==> config.mk <==
export PLATFORM = sky130hd
export DESIGN_NAME = base64_codec
export DESIGN_NICKNAME = d
export VERILOG_FILES = /design/src/rtl/core/b64_pkg.sv /design/src/rtl/core/b64_group.sv /design/src/rtl/core/base64_codec.sv
export SDC_FILE = /design/constraint.sdc
export NUM_CORES = 1
export LEC_CHECK = 0
export BUFFER_PORTS_ARGS = -buffer_cell sky130_fd_sc_hd__clkbuf_2
export CORE_MARGIN = 2
export CORE_UTILIZATION = 58
export DETAILED_ROUTE_END_ITERATION = 8
export PLACE_DENSITY = 0.81
export SLEW_MARGIN = 20
export SYNTH_ARGS = -nofsm -noshare
export SYNTH_HDL_FRONTEND = slang
export SYNTH_SLANG_ARGS = --single-unit
==> constraint.sdc <==
create_clock -name clk -period 5.5 [get_ports clk]
set_input_delay 0.275 -clock clk [delete_from_list [all_inputs] [get_ports clk]]
set_output_delay 0.275 -clock clk [all_outputs]
set_load 0.005 [all_outputs]
==> src/rtl/core/b64_pkg.sv <==
// ----------------------------------------------------------------------------
// b64_pkg: shared types and helpers for the Base64 codec
// Alphabet mapping, pad code and the structs passed between the group logic
// and the top level.
// ----------------------------------------------------------------------------
package b64_pkg;

	localparam logic [7:0] CHAR_PAD   = 8'h3D;  // '='
	localparam logic [7:0] CHAR_PLUS  = 8'h2B;  // '+'
	localparam logic [7:0] CHAR_SLASH = 8'h2F;  // '/'
	localparam logic [7:0] CHAR_UC_A  = 8'h41;  // 'A'
	localparam logic [7:0] CHAR_UC_Z  = 8'h5A;  // 'Z'
	localparam logic [7:0] CHAR_LC_A  = 8'h61;  // 'a'
	localparam logic [7:0] CHAR_LC_Z  = 8'h7A;  // 'z'
	localparam logic [7:0] CHAR_DIG_0 = 8'h30;  // '0'
	localparam logic [7:0] CHAR_DIG_9 = 8'h39;  // '9'

	localparam logic DIR_ENCODE = 1'b0;
	localparam logic DIR_DECODE = 1'b1;

	localparam int RES_MAX = 4;

	// Group accumulator: newest item sits in the low bits.
	typedef struct packed {
		logic [23:0] bits;
		logic [1:0]  fill;
		logic [1:0]  pad;
	} grp_state_t;

	// Results of one item, emitted in order data[0] .. data[count-1].
	typedef struct packed {
		logic [RES_MAX-1:0][7:0] data;
		logic [2:0]              count;
		logic                    last;
	} res_bundle_t;

	function automatic logic [7:0] b64_char(input logic [5:0] v);
		logic [7:0] w;
		w = {2'b00, v};
		if (v < 6'd26) return CHAR_UC_A + w;
		if (v < 6'd52) return CHAR_LC_A + w - 8'd26;
		if (v < 6'd62) return CHAR_DIG_0 + w - 8'd52;
		if (v == 6'd62) return CHAR_PLUS;
		return CHAR_SLASH;
	endfunction

	// Characters outside the alphabet map to zero.
	function automatic logic [5:0] b64_sextet(input logic [7:0] c);
		logic [7:0] d;
		d = 8'd0;
		if (c >= CHAR_UC_A && c <= CHAR_UC_Z) d = c - CHAR_UC_A;
		else if (c >= CHAR_LC_A && c <= CHAR_LC_Z) d = c - CHAR_LC_A + 8'd26;
		else if (c >= CHAR_DIG_0 && c <= CHAR_DIG_9) d = c - CHAR_DIG_0 + 8'd52;
		else if (c == CHAR_PLUS) d = 8'd62;
		else if (c == CHAR_SLASH) d = 8'd63;
		return d[5:0];
	endfunction

endpackage

==> src/rtl/core/b64_group.sv <==
// ----------------------------------------------------------------------------
// b64_group: per-item group logic
// Folds one byte or character into the group accumulator and forms the
// results it releases, for either direction.
// ----------------------------------------------------------------------------
module b64_group (
	input  logic                  direction,
	input  logic [7:0]            data_byte,
	input  logic                  last_item,
	input  b64_pkg::grp_state_t   state_cur,
	output b64_pkg::grp_state_t   state_nxt,
	output b64_pkg::res_bundle_t  result
);
	import b64_pkg::*;

	logic [2:0]  enc_fill;
	logic [23:0] enc_bits;
	logic [23:0] enc_word;
	logic [5:0]  sextet;
	logic [2:0]  pad_inc;
	logic [2:0]  fill_pad;
	logic        flush_en;
	logic [23:0] flush_bits;
	logic [2:0]  flush_k;
	logic [23:0] flush_word;
	grp_state_t  st;

	always_comb begin
		enc_fill   = {1'b0, state_cur.fill} + 3'd1;
		enc_bits   = {state_cur.bits[15:0], data_byte};
		enc_word   = enc_bits;
		sextet     = b64_sextet(data_byte);
		pad_inc    = (state_cur.pad == 2'd3) ? 3'd3 : {1'b0, state_cur.pad} + 3'd1;
		fill_pad   = {1'b0, state_cur.fill} + pad_inc;
		flush_en   = 1'b0;
		flush_bits = state_cur.bits;
		flush_k    = {1'b0, state_cur.fill};
		flush_word = 24'd0;
		st         = state_cur;
		result     = '0;
		result.last = last_item;

		if (direction == DIR_ENCODE) begin
			st.bits = enc_bits;
			st.fill = enc_fill[1:0];
			if (enc_fill == 3'd3 || last_item) begin
				case (enc_fill)
					3'd1:    enc_word = {data_byte, 16'd0};
					3'd2:    enc_word = {enc_bits[15:0], 8'd0};
					default: enc_word = enc_bits;
				endcase
				result.data[0] = b64_char(enc_word[23:18]);
				result.data[1] = b64_char(enc_word[17:12]);
				result.data[2] = (enc_fill >= 3'd2) ? b64_char(enc_word[11:6]) : CHAR_PAD;
				result.data[3] = (enc_fill >= 3'd3) ? b64_char(enc_word[5:0]) : CHAR_PAD;
				result.count   = 3'd4;
				st             = '0;
			end
		end else begin
			// At most one group is released per character.
			if (data_byte == CHAR_PAD) begin
				if (state_cur.fill >= 2'd2) begin
					st.pad = pad_inc[1:0];
					if (fill_pad >= 3'd4) begin
						flush_en = 1'b1;
						st       = '0;
					end
				end
			end else if (state_cur.pad != 2'd0) begin
				// data after padding closes the padded group first
				flush_en = 1'b1;
				st.bits  = {18'd0, sextet};
				st.fill  = 2'd1;
				st.pad   = 2'd0;
			end else if (state_cur.fill == 2'd3) begin
				flush_en   = 1'b1;
				flush_bits = {state_cur.bits[17:0], sextet};
				flush_k    = 3'd4;
				st         = '0;
			end else begin
				st.bits = {state_cur.bits[17:0], sextet};
				st.fill = state_cur.fill + 2'd1;
			end

			if (last_item && !flush_en) begin
				flush_en   = 1'b1;
				flush_bits = st.bits;
				flush_k    = {1'b0, st.fill};
			end

			case (flush_k)
				3'd2:    flush_word = {flush_bits[11:0], 12'd0};
				3'd3:    flush_word = {flush_bits[17:0], 6'd0};
				default: flush_word = flush_bits;
			endcase
			result.data[0] = flush_word[23:16];
			result.data[1] = flush_word[15:8];
			result.data[2] = flush_word[7:0];
			if (flush_en && flush_k >= 3'd2) result.count = flush_k - 3'd1;
		end

		if (last_item) st = '0;
		state_nxt = st;
	end

endmodule

==> src/rtl/core/base64_codec.sv <==
// ----------------------------------------------------------------------------
// base64_codec: streaming Base64 encoder / decoder (standard alphabet)
// The group logic forms an item's results from the input register, and they
// are registered in the result register, from which they transfer out.
// Throughput: one item per cycle into the input register if in_stall is low;
// results leave one per cycle through the result register while out_stall is
// low, and an item with results waits until the result register is free.
// Reset clears direction to encode and empties the group and both registers.
// ----------------------------------------------------------------------------
module base64_codec (
	input  logic       clk,
	input  logic       arst_n,
	input  logic       cfg_valid,
	output logic       cfg_ready,
	input  logic       direction,
	input  logic       in_valid,
	output logic       in_stall,
	input  logic [7:0] data_byte,
	input  logic       last_item,
	output logic       out_valid,
	input  logic       out_stall,
	output logic [7:0] out_byte,
	output logic       run_end,
	output logic       stream_end
);
	import b64_pkg::*;

	logic        dir_q;
	grp_state_t  grp_q;
	grp_state_t  grp_nxt;
	logic        valid_s1;
	logic [7:0]  data_s1;
	logic        last_s1;
	res_bundle_t res;
	res_bundle_t res_s2;
	logic        valid_s2;
	logic [1:0]  idx_q;
	logic        s2_free;
	logic        s1_go;
	logic        pop;
	logic        pop_last;

	b64_group u_group (
		.direction (dir_q),
		.data_byte (data_s1),
		.last_item (last_s1),
		.state_cur (grp_q),
		.state_nxt (grp_nxt),
		.result    (res)
	);

	assign cfg_ready  = 1'b1;
	assign out_valid  = valid_s2;
	assign out_byte   = res_s2.data[idx_q];
	assign run_end    = ({1'b0, idx_q} == res_s2.count - 3'd1);
	assign stream_end = run_end & res_s2.last;

	assign pop      = valid_s2 & ~out_stall;
	assign pop_last = pop & run_end;
	assign s2_free  = ~valid_s2 | pop_last;
	assign s1_go    = valid_s1 & ((res.count == 3'd0) | s2_free);
	assign in_stall = valid_s1 & ~s1_go;

	always_ff @(posedge clk or negedge arst_n) begin
		if (!arst_n) begin
			dir_q <= DIR_ENCODE;
			grp_q <= '0;
		end else if (cfg_valid && cfg_ready) begin
			// a configuration write drops any partial group, even if direction is unchanged
			dir_q <= direction;
			grp_q <= '0;
		end else if (s1_go) begin
			grp_q <= grp_nxt;
		end
	end

	always_ff @(posedge clk or negedge arst_n) begin
		if (!arst_n) begin
			valid_s1 <= 1'b0;
		end else if (in_valid && !in_stall) begin
			valid_s1 <= 1'b1;
		end else if (s1_go) begin
			valid_s1 <= 1'b0;
		end
	end

	always_ff @(posedge clk) begin
		if (in_valid && !in_stall) begin
			data_s1 <= data_byte;
			last_s1 <= last_item;
		end
	end

	always_ff @(posedge clk or negedge arst_n) begin
		if (!arst_n) begin
			valid_s2 <= 1'b0;
			idx_q    <= 2'd0;
		end else if (s1_go && res.count != 3'd0) begin
			valid_s2 <= 1'b1;
			idx_q    <= 2'd0;
		end else if (pop_last) begin
			valid_s2 <= 1'b0;
		end else if (pop) begin
			idx_q <= idx_q + 2'd1;
		end
	end

	always_ff @(posedge clk) begin
		if (s1_go && res.count != 3'd0) res_s2 <= res;
	end

endmodule
# ---- Yosys cells after proc, flatten, opt, wreduce, memory -nomap -nowiden
# Cells that the tools add are included.
dict set report op_classes {
  add_sub_neg 32
  magnitude_cmp 24
  eq_ne 18
  n_mux 158
  bitwise_logic 12
  n_reduce_logical 22
}
# cell count
set ops {}
lappend ops {{2-to-1 mux 8 bit} 36}
lappend ops {{2-to-1 mux 28 bit} 9}
lappend ops {{2-to-1 mux 24 bit} 6}
lappend ops {{case mux 24 bit (2 select lines)} 2}
lappend ops {{2-to-1 mux 1 bit} 84}
lappend ops {{adder 7 x 6 -> 8 bit (first input constant)} 8}
lappend ops {{2-to-1 mux 27 bit} 2}
lappend ops {{less-than comparator 6 bit (second input constant)} 8}
lappend ops {{2-to-1 mux 6 bit} 6}
lappend ops {{subtractor 8 x 5 -> 8 bit (second input constant)} 4}
lappend ops {{subtractor 8 x 6 -> 8 bit (second input constant)} 4}
lappend ops {{adder 6 x 6 -> 7 bit (first input constant)} 4}
lappend ops {{2-to-1 mux 26 bit} 1}
lappend ops {{== test 6 bit (second input constant)} 4}
lappend ops {{== test 8 x 6 -> 1 bit (second input constant)} 3}
lappend ops {{less-than comparator 6 x 5 -> 1 bit (second input constant)} 4}
lappend ops {{2-to-1 mux 3 bit} 7}
lappend ops {{binary-select mux 8 bit (select 2 bit)} 1}
lappend ops {{greater-or-equal comparator 8 x 7 -> 1 bit (second input constant)} 2}
lappend ops {{less-or-equal comparator 8 x 7 -> 1 bit (second input constant)} 2}
lappend ops {{== test 3 x 2 -> 1 bit (second input constant)} 4}
lappend ops {{subtractor 6 bit (second input constant)} 2}
lappend ops {{nonzero test 2 bit} 5}
lappend ops {{greater-or-equal comparator 3 x 2 -> 1 bit (second input constant)} 3}
lappend ops {{32 further kinds} 55}
dict set report word_totals {
  ff_bits 78
  in_bits 15
  output_inout_bits 13
  wordCells 282
}

# ---- Depth between registers and ports, before layout
# Gate-level depths: netlist of run 1.
dict set report depth {
  depth_word 36
  mapped_depth 17
  depth_no_buf 14
}

# ---- Hierarchy
# A second synthesis of run 1 with hierarchy kept.
dict set report unflattened {
  hier_cells 925
  area_unflattened_um2 7761.2
}
# module n_inst cells_per_inst area_per_inst_um2 seq_area_each_um2
set by_module_without_submodules {}
lappend by_module_without_submodules {b64_group 1 711 4458.0 0.0}
lappend by_module_without_submodules {base64_codec 1 214 3303.2 2177.1}

# ---- Least setup slack after synthesis of run 1
# OpenSTA, ideal clock, no wires.
dict set report synth_timing {
  path_type {reg-to-reg}
  start {register data_s1[1]}
  end {register res_s2[0] (netlist name), enable pin}
  setup_ns 0.433
  arrival_time_ns 4.863
  t_required_ns 5.067
  path_slack_ns 0.204
  path_stages_with_launch 14
  path_buffers 1
  synth_period_minus_slack_ns 5.296
  cell_sequence {edfxtp_1 clkbuf_1 inv_1 ha_1 nand2_1 or3_4 o211ai_2 mux2i_1 ha_1 nor2b_1 a311o_1 o31a_1 nand2b_1 nor2b_1}
}
dict set report synth_via {
  elab_chain_len 15
  elab_cells_between_ends 21
  cone_classes {1 x add/sub; 1 x order compare; 1 x eq/ne; 10 x mux; 2 x bitwise; 6 x reduce/logical}
}
# element line_no
set synth_rtl {}
lappend synth_rtl {{start: declaration} base64_codec.sv:32} ;# logic [7:0] data_s1;
lappend synth_rtl {{start signal: assignment} base64_codec.sv:89} ;# data_s1 <= data_byte;
lappend synth_rtl {{== test 8 x 6 -> 1 bit *} b64_group.sv:61} ;# if (data_byte == CHAR_PAD) begin
lappend synth_rtl {{2-to-1 mux 1 bit} b64_group.sv:61}
lappend synth_rtl {{2-to-1 mux 1 bit} b64_group.sv:43} ;# if (direction == DIR_ENCODE) begin
lappend synth_rtl {{logical NOT 1 bit} b64_group.sv:85} ;# if (last_item && !flush_en) begin
lappend synth_rtl {{logical AND 1 bit} b64_group.sv:85}
lappend synth_rtl {{2-to-1 mux 3 bit} b64_group.sv:85}
lappend synth_rtl {{2-to-1 mux 3 bit} b64_group.sv:43}
lappend synth_rtl {{greater-or-equal comparator 3 x 2 -> 1 bit} b64_group.sv:99} ;# if (flush_en && flush_k >= 3'd2) result.count = flush_k - 3'd1;
lappend synth_rtl {{logical AND 1 bit} b64_group.sv:99}
lappend synth_rtl {{2-to-1 mux 3 bit *} b64_group.sv:99}
lappend synth_rtl {{2-to-1 mux 27 bit *} b64_group.sv:43}
lappend synth_rtl {{logical NOT 3 bit} base64_codec.sv:61} ;# assign s1_go = valid_s1 & ((res.count == 3'd0) | s2_free);
lappend synth_rtl {{bitwise OR 1 bit} base64_codec.sv:61}
lappend synth_rtl {{AND 1 bit} base64_codec.sv:61}
lappend synth_rtl {{logical AND 1 bit *} base64_codec.sv:109} ;# if (s1_go && res.count != 3'd0) res_s2 <= res;
lappend synth_rtl {{end signal: assignment} base64_codec.sv:109}
lappend synth_rtl {{end: declaration} base64_codec.sv:35} ;# res_bundle_t res_s2;
# Every way passes the cells marked *; elsewhere a longest branch is shown, timed or not. The select of a mux whose other input is x is not followed.
# A chain may end at the register's enable or synchronous reset.

# ---- Worst setup path after layout of run 1
dict set report layout_timing {
  start {register data_s1[6]}
  end {output port in_stall}
}
dict set report layout_via {
  elab_chain_len 16
  elab_cells_between_ends 21
  cone_classes {1 x add/sub; 1 x order compare; 1 x eq/ne; 10 x mux; 4 x bitwise; 4 x reduce/logical}
}
# element line_no
set layout_rtl {}
lappend layout_rtl {{== test 8 x 6 -> 1 bit *} b64_group.sv:61}
lappend layout_rtl {{2-to-1 mux 1 bit} b64_group.sv:61}
lappend layout_rtl {{2-to-1 mux 1 bit} b64_group.sv:43}
lappend layout_rtl {{logical NOT 1 bit} b64_group.sv:85}
lappend layout_rtl {{logical AND 1 bit} b64_group.sv:85}
lappend layout_rtl {{2-to-1 mux 3 bit} b64_group.sv:85}
lappend layout_rtl {{2-to-1 mux 3 bit} b64_group.sv:43}
lappend layout_rtl {{greater-or-equal comparator 3 x 2 -> 1 bit} b64_group.sv:99}
lappend layout_rtl {{logical AND 1 bit} b64_group.sv:99}
lappend layout_rtl {{2-to-1 mux 3 bit *} b64_group.sv:99}
lappend layout_rtl {{2-to-1 mux 27 bit *} b64_group.sv:43}
lappend layout_rtl {{logical NOT 3 bit *} base64_codec.sv:61}
lappend layout_rtl {{bitwise OR 1 bit *} base64_codec.sv:61}
lappend layout_rtl {{AND 1 bit *} base64_codec.sv:61}
lappend layout_rtl {{inverter 1 bit *} base64_codec.sv:62} ;# assign in_stall = valid_s1 & ~s1_go;
lappend layout_rtl {{AND 1 bit *} base64_codec.sv:62}
lappend layout_rtl {{end: declaration} base64_codec.sv:17} ;# output logic in_stall,
# Marked as above.

==> results.py, run 1 <==
metrics = {
    "synth": {
        "postSynthCellCount": 931,
        "syn_avg_cell_area_um2": 8.15,
        "syn_nets": 1007,
        "yosysWarnings": 0,
        "syn_area_mm2": 0.00758,
        "synth_ff_type": "edfxtp_1",
        "synthArstFlopShare_pct": 42.3,
        "synth_edf_count": 45,
        "ys_seq_elements": 78,
        "yosysSeqAreaShare_pct": 28.7,
        "synth.distinct_cells": 71,
    },
    "clock_network": {
        "post-cts-setup-buffers": 0,
        "htreeDepth": 3,
        "holdBufCountCts": 0,
        "cts_buffer_depth": 2,
        "post_cts_resized": 0,
        "clockRootBuffer": "clkbuf_16",
        "numClockSinks": 78,
        "numCtsBuffers": 9,
        "cts.clk_slew.worst_paths_ns": 0.06,
        "cts_tree": "yes",
        "clock_latency_ns": 0.37,
    },
    "grt": {
        "gr-total-overflow": 0,
        "grt_max_degree": 37,
        "grtUsageTotal_pct": 32.5,
        "grt_pass1_wl_um": 36200,
        "antenna_found_initial": 0,
        "grt_pass1_vias": 6693,
    },
    "setup_path": {
        "endpoint_kind": "output pin",
        "crit_slowest_cell": "o21ai_2",
        "worstSetupPathType": "reg2out",
        "arrival_ns": 4.62,
        "worstPathCellList": "nand4bb_1 > o21ai_2 > mux2i_1 > a21oi_1 > inv_1 > ha_1 > xnor2_1 > a2111oi_2 > o31a_1 > nand2b_1 > nor2_1 > clkbuf_2",
        "critPathTopFamily": "compound AO/OA/AOI/OAI gates",
        "cp_max_fo": 19,
        "critPathLaunchType": "flop",
        "max_stage_delay_ns": 0.79,
        "crit_buf_inv": 2,
        "cp.required_ns": 5.22,
    },
    "timing": {
        "slew_violations": 0,
        "setup_viol": 0,
        "fmax_mhz": 204,
        "rsz0062_at_grt": "no",
        "final.period_utilization_pct": 89.0,
        "worst_pin_slew_ns": 0.935,
        "hold_viol_final": 0,
        "finalSetupTns_ns": 0,
        "slew_headroom_pct": 37.6,
        "finalCriticalPeriod_ns": 4.89,
        "final.setup_skew_ns": 0.00785,
    },
    "finish": {
        "fin_nets": 992,
        "drive_above_1_share_pct": 10.1,
        "diodes": 0,
        "num-fill-cells": 1104,
        "post-route-cell-area_mm2": 0.00812,
        "area_growth_syn_to_layout_pct": 7.05,
    },
    "floorplanning": {
        "rows": 41,
        "die-width_um": 118,
        "fp.dieH_um": 118,
        "initial_core_util_pct": 59.8,
        "dieArea_mm2": 0.0140,
        "placeableCoreArea_mm2": 0.0127,
        "ios": 28,
    },
    "routing": {
        "drt_iter0_drc": 1197,
        "vias": 7507,
        "wl_per_cell_um": 20.7,
        "drc_errors": 0,
        "wirelength_um": 22600,
        "ant_nets": 0,
        "via_per_inst": 6.87,
        "dr.pass1.iters": 6,
    },
    "status": {
        "outcome": "completed",
    },
    "placed_design": {
        "hpwl_um": 16200,
        "gp_congestion": 1.00,
        "place_area_mm2": 0.00783,
        "port_buffers": 26,
    },
    "pwr": {
        "leakagePower_nw": 3.22,
        "p_per_area_mw_per_mm2": 306,
        "ir_worst_vdd_uv": 287,
    },
    "worst_hold_path": {
        "min_path_type": "in2async",
    },
    "flow_run": {
        "cap_violations": 0,
    },
}
-- sequential cells by signal, indices dropped and copies added (netlist names) --
| register | cells |
|---|---|
| out_valid | 1 |
| data_s1 | 8 |
| grp_q | 28 |
| valid_s1 | 1 |
| last_s1 | 1 |
| res_s2 | 36 |
| idx_q | 2 |
| dir_q | 1 |
-- worst paths after layout --
path	start	end	slack [ns]	depth (start not counted)
hold reg to reg	grp_q[26]$_DFFE_PN0P_	grp_q[26]$_DFFE_PN0P_	0.55	2
min in group clk	data_byte[5]	data_s1[5]$_DFFE_PP_	0.09	1
setup / recovery	data_s1[6]$_DFFE_PP_	in_stall	0.61	12
hold / removal	arst_n	grp_q[13]$_DFFE_PN0P_	0.03	1
max in group asynchronous	arst_n	idx_q[0]$_DFFE_PN0P_	4.92	1
setup reg to reg	data_s1[6]$_DFFE_PP_	grp_q[10]$_DFFE_PN0P_	0.65	13
-- cell type report --
class,instances,area [um^2],area share (%)
Sequential cell,78,2180,26.8
Timing Repair Buffer,53,345,4.25
Inverter,53,199,2.45
Multi-Input combinational cell,721,4890,60.3
Tap cell,172,215,2.65
Clock buffer,11,258,3.18
Clock inverter,5,31.3,0.385
-- metal layers --
layer  track usage, %  vias up  wire length [um]
met5                0        -                 0
met1             45.3     3562              9450
li1                 -     3464                 -
met4             10.2        0               446
met2             50.0      428             10300
met3             7.72       53              2450
-- Yosys cell counts (10+ instances only) --
| master | count | area share, % |
|---|---|---|
| inv_1 | 51 | 2.5 |
| o22ai_1 | 35 | 2.9 |
| ha_1 | 61 | 10 |
| a22o_1 | 10 | 1.2 |
| nor2_1 | 76 | 3.8 |
| o21ai_0 | 68 | 4.5 |
| a221oi_1 | 26 | 3.0 |
| o41ai_1 | 20 | 2.3 |
| nand2_1 | 97 | 4.8 |
| nor3_1 | 18 | 1.2 |
| o221ai_1 | 10 | 1.2 |
| a211oi_1 | 13 | 1.3 |
| edfxtp_1 | 45 | 18 |
| a21oi_1 | 67 | 4.4 |
| nor2b_1 | 14 | 1.2 |
| xnor2_1 | 15 | 1.7 |
| nand2b_1 | 12 | 0.99 |
| mux2i_1 | 10 | 1.3 |
| nand3_1 | 21 | 1.4 |
| dfrtp_1 | 33 | 11 |
| clkbuf_1 | 62 | 3.1 |
| a31oi_1 | 17 | 1.4 |
-- cell families (layout without fill, tap and decap cells) --
family,Yosys count,count (layout),synth area share (%)
other,1,1,0.0494
and+or+nand+nor,265,265,15.8
xor gates and xnor gates,24,24,2.77
buffers and inverters,132,122,6.88
DFF,78,78,28.7
AOI/OAI and AO/OA,349,349,31.5
muxes,21,21,4.14
adders and majority gates,61,61,10.1
-- report_power, final --
part	switching [mW]	leakage (nW)	internal, mW
sequential	0.114	0.862	0.704
clock	0.254	0.140	0.336
combinational	0.644	2.21	0.430
-- through the flow --
stage | hold slack [ns] | power, mW | worst slack [ns] | utilization, % | cells
floorplan | -0.0206 | 1.56 | 0.204 | - | 931
CTS | 0.0392 | 2.47 | 0.680 | 64.1 | 1093
global placement | 0.429 | 1.85 | 0.907 | 61.8 | 1077
detailed placement | 0.426 | 1.87 | 0.778 | 61.8 | 1077
finish | 0.0284 | 2.48 | 0.606 | 64.1 | 1093
global route | 0.0778 | 2.62 | 0.375 | 64.1 | 1093
-- placed cells by master (no fill, tap or decap), types with 8 or more instances in the layout --
cell / count
nor2_1: 76
clkbuf_16: 10
nand2b_1: 12
nand3_1: 21
a31oi_1: 17
o41ai_1: 20
o21ai_0: 67
xnor2_1: 15
clkbuf_2: 26
a211oi_1: 13
edfxtp_1: 45
buf_4: 26
mux4_2: 8
ha_1: 61
a22o_1: 10
inv_1: 51
o211ai_1: 8
o221ai_1: 10
o22ai_1: 35
o31ai_1: 9
dfrtp_1: 33
mux2i_1: 10
a21o_1: 8
nor2b_1: 13
nand2_1: 97
a221oi_1: 26
a21oi_1: 67
nor3_1: 18
xor2_1: 9
(Power assumes the default switching activity.)
==> run 2: changes to the inputs <==
clock period = 4.3 ns   (was 5.5 ns; I/O delays follow)
==> results.py, run 2 (synthesized netlist as in run 1, its figures left out) <==
metrics = {
    "setup_path": {
        "max_stage_delay_ns": 0.41,
        "cp_max_fo": 6,
        "endpoint_kind": "output pin",
        "arrival_ns": 3.91,
        "worstPathCellList": "nand4bb_1 > buf_4 > o21ai_2 > mux2i_1 > a21oi_1 > inv_1 > ha_2 > nor2b_1 > a311o_1 > o31a_1 > nand2b_2 > nor2_2 > clkbuf_2",
        "critPathLaunchType": "flop",
        "crit_buf_inv": 3,
        "rr_worst_depth": 14,
        "cp.required_ns": 4.09,
        "crit_slowest_cell": "edfxtp_1",
        "critPathTopFamily": "compound AO/OA/AOI/OAI gates",
        "path_depth": 13,
        "worstSetupPathType": "reg2out",
    },
    "finish": {
        "num-fill-cells": 1076,
        "drive_above_1_share_pct": 11.8,
        "largest_reg_flops": 36,
        "fin_util_pct": 65.3,
        "area_growth_syn_to_layout_pct": 9.09,
        "fin_nets": 1003,
        "regMostFlops": "res_s2",
        "diodes": 0,
        "final_cell_mix": "96 x nand2_1, 75 x nor2_1, 67 x a21oi_1, 67 x o21ai_0, 60 x ha_1",
        "final_common_cell": "nand2_1",
        "reg_top3": "res_s2 (36), grp_q (28), data_s1 (8)",
    },
    "grt": {
        "gr-total-overflow": 0,
        "use_met1_pct": 44.3,
        "antenna_found_initial": 0,
        "grt.met2_usage_pct": 49.1,
        "grt.busiest_layer": "met2",
        "grt_util_met3_pct": 7.38,
        "grtUsageTotal_pct": 32.2,
        "grt_max_degree": 53,
        "grt_pass1_wl_um": 36000,
        "grt_pass1_vias": 6773,
    },
    "pwr": {
        "p_per_area_mw_per_mm2": 392,
        "ir_worst_vdd_uv": 465,
        "leakagePower_nw": 3.29,
    },
    "timing": {
        "finalCriticalPeriod_ns": 4.12,
        "setup_viol": 0,
        "timing.hold.ws_ns": -0.00292,
        "rsz0062_at_grt": "no",
        "fmax_mhz": 242,
        "worst_pin_slew_ns": 0.921,
        "final.period_utilization_pct": 95.9,
        "slew_headroom_pct": 38.6,
        "setup_ws_ns": 0.175,
        "hold_viol_final": 9,
        "slew_violations": 0,
        "final.setup_skew_ns": 0.00723,
    },
    "worst_hold_path": {
        "min_path_type": "in2async",
    },
    "floorplanning": {
        "rows": 41,
        "placeableCoreArea_mm2": 0.0127,
        "dieArea_mm2": 0.0140,
        "ios": 28,
        "die-width_um": 118,
        "initial_core_util_pct": 59.8,
        "fp.dieH_um": 118,
    },
    "clock_network": {
        "numClockSinks": 78,
        "clock_latency_ns": 0.35,
        "htreeDepth": 3,
        "clockRootBuffer": "clkbuf_16",
        "post-cts-setup-buffers": 0,
        "cts_buffer_depth": 2,
        "cts.clk_slew.worst_paths_ns": 0.06,
        "cts_tree": "yes",
        "numCtsBuffers": 9,
    },
    "routing": {
        "dr.pass1.iters": 6,
        "vias": 7662,
        "wl_per_cell_um": 20.7,
        "via_per_inst": 6.94,
        "wirelength_um": 22900,
        "drc_errors": 0,
        "drt_iter0_drc": 1203,
        "ant_nets": 0,
    },
    "flow_run": {
        "cap_violations": 0,
    },
    "placed_design": {
        "gp_congestion": 1.02,
        "hpwl_um": 16100,
        "dp_slack_ns": 0.167,
        "port_buffers": 26,
    },
    "status": {
        "failed_checks": "negative hold slack",
        "outcome": "finished, violations left",
    },
}
-- run 2: cell count changes in the layout (fill, tap and decap cells not counted), sizes merged --
cell / before / now
buf: 27 / 38
clkbuf: 37 / 40
inv: 52 / 51
clkinvlp: 2 / 0
-- run 2: what timing repair did --
| action | CTS | global route |
|---|---|---|
| setup endpoints to repair | 0 | 10 |
| hold buffers | 0 | 0 |
| resized for setup | 0 | 8 |
-- run 2: cell type report --
cell class / count / area, um^2 / share of cell area [%]
clock buffer: 14 / 307 / 3.71
clock inverter: 2 / 10.0 / 0.121
inverter: 53 / 199 / 2.40
multi-input combinational: 721 / 4920 / 59.5
sequential: 78 / 2180 / 26.3
tap: 172 / 215 / 2.60
timing repair buffer: 64 / 440 / 5.32
-- run 2: final timing paths --
| path | slack (ns) | to | start |
|---|---|---|---|
| max in group asynchronous | 3.73 | grp_q[19]$_DFFE_PN0P_ | arst_n |
| setup / recovery | 0.18 | in_stall | data_s1[7]$_DFFE_PP_ |
| min in group clk | 0.04 | data_s1[4]$_DFFE_PP_ | data_byte[4] |
| hold / removal | -0.003 | grp_q[5]$_DFFE_PN0P_ | arst_n |
| hold reg to reg | 0.56 | grp_q[27]$_DFFE_PN0P_ | grp_q[27]$_DFFE_PN0P_ |
| setup reg to reg | 0.29 | grp_q[6]$_DFFE_PN0P_ | data_s1[7]$_DFFE_PP_ |
-- run 2: power by group --
group / leakage [nW] / switching (mW) / internal (mW)
combinational: 2.27 / 0.838 / 0.568
sequential: 0.862 / 0.141 / 0.901
clock: 0.159 / 0.301 / 0.491
total: 3.29 / 1.28 / 1.96
-- run 2: per-layer routing --
layer | wire (um) | vias up
met2 | 10300 | 524
met1 | 9290 | 3574
met3 | 2520 | 82
li1 | - | 3482
met4 | 789 | 0
met5 | 0 | -
-- run 2: stage by stage --
step	hold slack, ns	area, um^2	TNS [ns]	power (mW)	cells
after floorplan	-0.0806	7590	-0.0894	2.00	931
after global placement	0.364	7920	0	2.37	1088
after detailed placement	0.379	7920	0	2.40	1088
after CTS	0.0150	8240	0	3.20	1104
after global routing	0.0405	8270	0	3.40	1104
final	-0.00292	8270	0	3.24	1104
==> run 3: changes to the inputs <==
ABC_AREA = 1   (was unset)
==> results.py, run 3 <==
metrics = {
    "finish": {
        "drive_above_1_share_pct": 8.71,
        "regArea_mm2": 0.00218,
        "fin_nets": 1277,
        "reg_top3": "res_s2 (36), grp_q (28), data_s1 (8)",
        "final_common_cell": "nand2_1",
        "num-fill-cells": 1208,
        "largest_reg_flops": 36,
        "multi_input_area_mm2": 0.00488,
        "final_cell_mix": "285 x nand2_1, 159 x inv_1, 104 x o21ai_0, 99 x nand3_1",
        "area_growth_syn_to_layout_pct": 7.85,
        "diodes": 0,
        "regMostFlops": "res_s2",
    },
    "synth": {
        "synth_ff_type": "edfxtp_1",
        "ys_seq_elements": 78,
        "syn_avg_cell_area_um2": 6.69,
        "synthTopCellsByArea": "edfxtp_1 17%, nand2_1 13%, dfrtp_1 10%, ha_1 9.6%, inv_1 7.5%",
        "synthArstFlopShare_pct": 42.3,
        "yosysWarnings": 0,
        "synth_compound_area_share_pct": 22.6,
        "synth.distinct_cells": 51,
        "yosysMostFrequentCell": "nand2_1",
        "syn_nets": 1264,
        "synth_edf_count": 45,
        "yosysTopAreaCellShare_pct": 17.0,
        "postSynthCellCount": 1188,
        "synthAdderAreaFrac_pct": 9.61,
        "ys_top_cells_by_count": "285 x nand2_1, 159 x inv_1, 104 x o21ai_0",
        "yosysSeqAreaShare_pct": 27.4,
        "yosysTopAreaCell": "edfxtp_1",
        "synth_mux_area_share_pct": 0,
        "synth_xor_area_share_pct": 1.87,
        "synth_top_family_by_area": "simple AND/OR/NAND/NOR gates",
        "synth-simple-area-share_pct": 27.4,
        "syn_area_mm2": 0.00794,
    },
    "floorplanning": {
        "placeableCoreArea_mm2": 0.0133,
        "initial_core_util_pct": 59.7,
        "fp.dieH_um": 121,
        "rows": 42,
        "dieArea_mm2": 0.0146,
        "die-width_um": 121,
        "ios": 28,
    },
    "setup_path": {
        "critPathLaunchType": "flop",
        "r2r_end": "res_s2[6]$_DFFE_PP_",
        "arrival_ns": 3.56,
        "worstSetupPathType": "reg2out",
        "cp_max_fo": 9,
        "r2r-start": "data_s1[1]$_DFFE_PP_",
        "cp.required_ns": 4.09,
        "endpoint_kind": "output pin",
        "crit_start": "data_s1[1]$_DFFE_PP_",
        "rr_worst_depth": 18,
        "crit_end": "in_stall",
        "r2r_slack_ns": 0.53,
    },
    "pwr": {
        "seqPwrFrac_pct": 30.0,
        "p_int_mw": 1.99,
        "sw_frac_of_total_pct": 43.3,
        "ir_worst_vdd_uv": 241,
        "p_clk_share_pct": 24.6,
        "power_mw": 3.52,
        "leakagePower_nw": 4.09,
        "p_per_area_mw_per_mm2": 410,
        "p_sw_mw": 1.52,
        "p_comb_share_pct": 45.4,
    },
    "timing": {
        "slew_violations": 0,
        "finalSetupTns_ns": 0,
        "timing.hold.ws_ns": -0.0208,
        "setup_ws_ns": 0.529,
        "final.period_utilization_pct": 87.7,
        "fmax_mhz": 265,
        "final.setup_skew_ns": 0.00824,
        "hold_viol_final": 5,
        "finalCriticalPeriod_ns": 3.77,
        "setup_viol": 0,
        "slew_headroom_pct": 36.5,
        "worst_pin_slew_ns": 0.952,
        "rsz0062_at_grt": "no",
    },
    "clock_network": {
        "numCtsBuffers": 9,
        "post-cts-setup-buffers": 0,
        "htreeDepth": 3,
        "cts.clk_slew.worst_paths_ns": 0.06,
        "clock_latency_ns": 0.36,
        "post_cts_resized": 0,
        "holdBufCountCts": 0,
        "clockRootBuffer": "clkbuf_16",
        "numClockSinks": 78,
        "cts_tree": "yes",
        "cts_buffer_depth": 2,
    },
    "status": {
        "failed_checks": "negative hold slack",
        "outcome": "finished, violations left",
    },
    "routing": {
        "drc_errors": 0,
        "wirelength_um": 24100,
        "drt_iter0_drc": 1478,
        "wl_per_cell_um": 17.4,
        "ant_nets": 0,
        "via_per_inst": 6.01,
        "dr.pass1.iters": 7,
        "vias": 8299,
    },
    "grt": {
        "antenna_found_initial": 0,
        "grtUsageTotal_pct": 33.9,
        "gr-total-overflow": 0,
        "grt_pass1_vias": 7465,
        "grt_max_degree": 44,
        "grt_pass1_wl_um": 38700,
    },
    "placed_design": {
        "dp_slack_ns": 0.688,
        "port_buffers": 26,
        "hpwl_um": 17800,
        "gp_congestion": 1.03,
    },
    "flow_run": {
        "cap_violations": 0,
    },
    "worst_hold_path": {
        "min_path_type": "in2async",
    },
}
run 3: cell count changes after synthesis, moves of 20 or more:
cell      previous run  this run
o21ai_0             68       104
nand3_1             21        99
o211ai_1             8        32
o41ai_1             20         0
a221oi_1            26         0
clkbuf_1            62        22
nand2_1             97       285
inv_1               51       159
run 3: kinds of logic after synthesis:
logic type | after synthesis
simple gates | 505
xor+xnor | 17
compound gates | 308
flops | 78
fa+ha+maj | 61
buf+inv | 218
other cells | 1
run 3: area by class of cell:
cell class,count,area share [%]
multi-input combinational,892,57.0
sequential,78,25.4
inverter,171,7.52
timing repair buffer,49,3.53
clock buffer,13,3.42
tap,176,2.57
clock inverter,3,0.526
run 3: worst min path at each step:
stage                 start              endpoint  slack (ns)  cells past startpoint
2_1_floorplan        arst_n     dir_q$_DFFE_PN0P_       -0.08                      0
3_3_place_gp         arst_n  idx_q[1]$_DFFE_PN0P_        0.39                      1
3_5_place_dp         arst_n  idx_q[1]$_DFFE_PN0P_        0.39                      1
4_1_cts              arst_n  valid_s1$_DFFE_PN0P_        0.01                      1
5_1_grt        data_byte[7]  data_s1[7]$_DFFE_PP_        0.04                      1
6_report             arst_n  idx_q[0]$_DFFE_PN0P_       -0.02                      1
run 3: per-stage QoR:
| step | std cells | instance area, um^2 | util [%] |
|---|---|---|---|
| 2_1_floorplan | 1188 | 7940 | - |
| 3_3_place_gp | 1366 | 8230 | 61.9 |
| 3_5_place_dp | 1366 | 8230 | 61.9 |
| 4_1_cts | 1382 | 8570 | 64.4 |
| 5_1_grt | 1382 | 8570 | 64.4 |
| 6_report | 1382 | 8570 | 64.4 |
run 3: worst max-delay path, cell delays in order, from the launching register on:
cell and delay (ns):
edfxtp_1 0.52, inv_1 0.30, ha_1 0.30, nand2_2 0.13
inv_2 0.10, nand3_4 0.13, o21ai_1 0.26, nand2_1 0.10
nand2_2 0.13, inv_1 0.08, ha_1 0.21, nor2_2 0.18
nand3_1 0.15, nand3_1 0.11, nand2_2 0.08, inv_2 0.06
nand2_2 0.06, nand3_1 0.14, inv_1 0.05, clkbuf_2 0.10
run 3: power groups by stage:
| stage | Sequential [mW] | Clock [mW] | Combinational [mW] |
|---|---|---|---|
| floorplan | 1.00 | 0 | 1.15 |
| global placement | 1.06 | 0 | 1.52 |
| detailed placement | 1.07 | 0 | 1.54 |
| CTS | 1.05 | 0.880 | 1.55 |
| global route | 1.07 | 0.904 | 1.78 |
| finish | 1.06 | 0.863 | 1.60 |
run 3: metal layers:
layer / up-vias / share of wire (%) / wire, um / global-route usage [%]
met5: - / 0 / 0 / 1.47
met4: 0 / 3.0 / 712 / 11.6
met3: 69 / 11 / 2530 / 6.95
met2: 460 / 44 / 10500 / 51.3
met1: 3731 / 43 / 10300 / 47.9
li1: 4039 / - / - / -
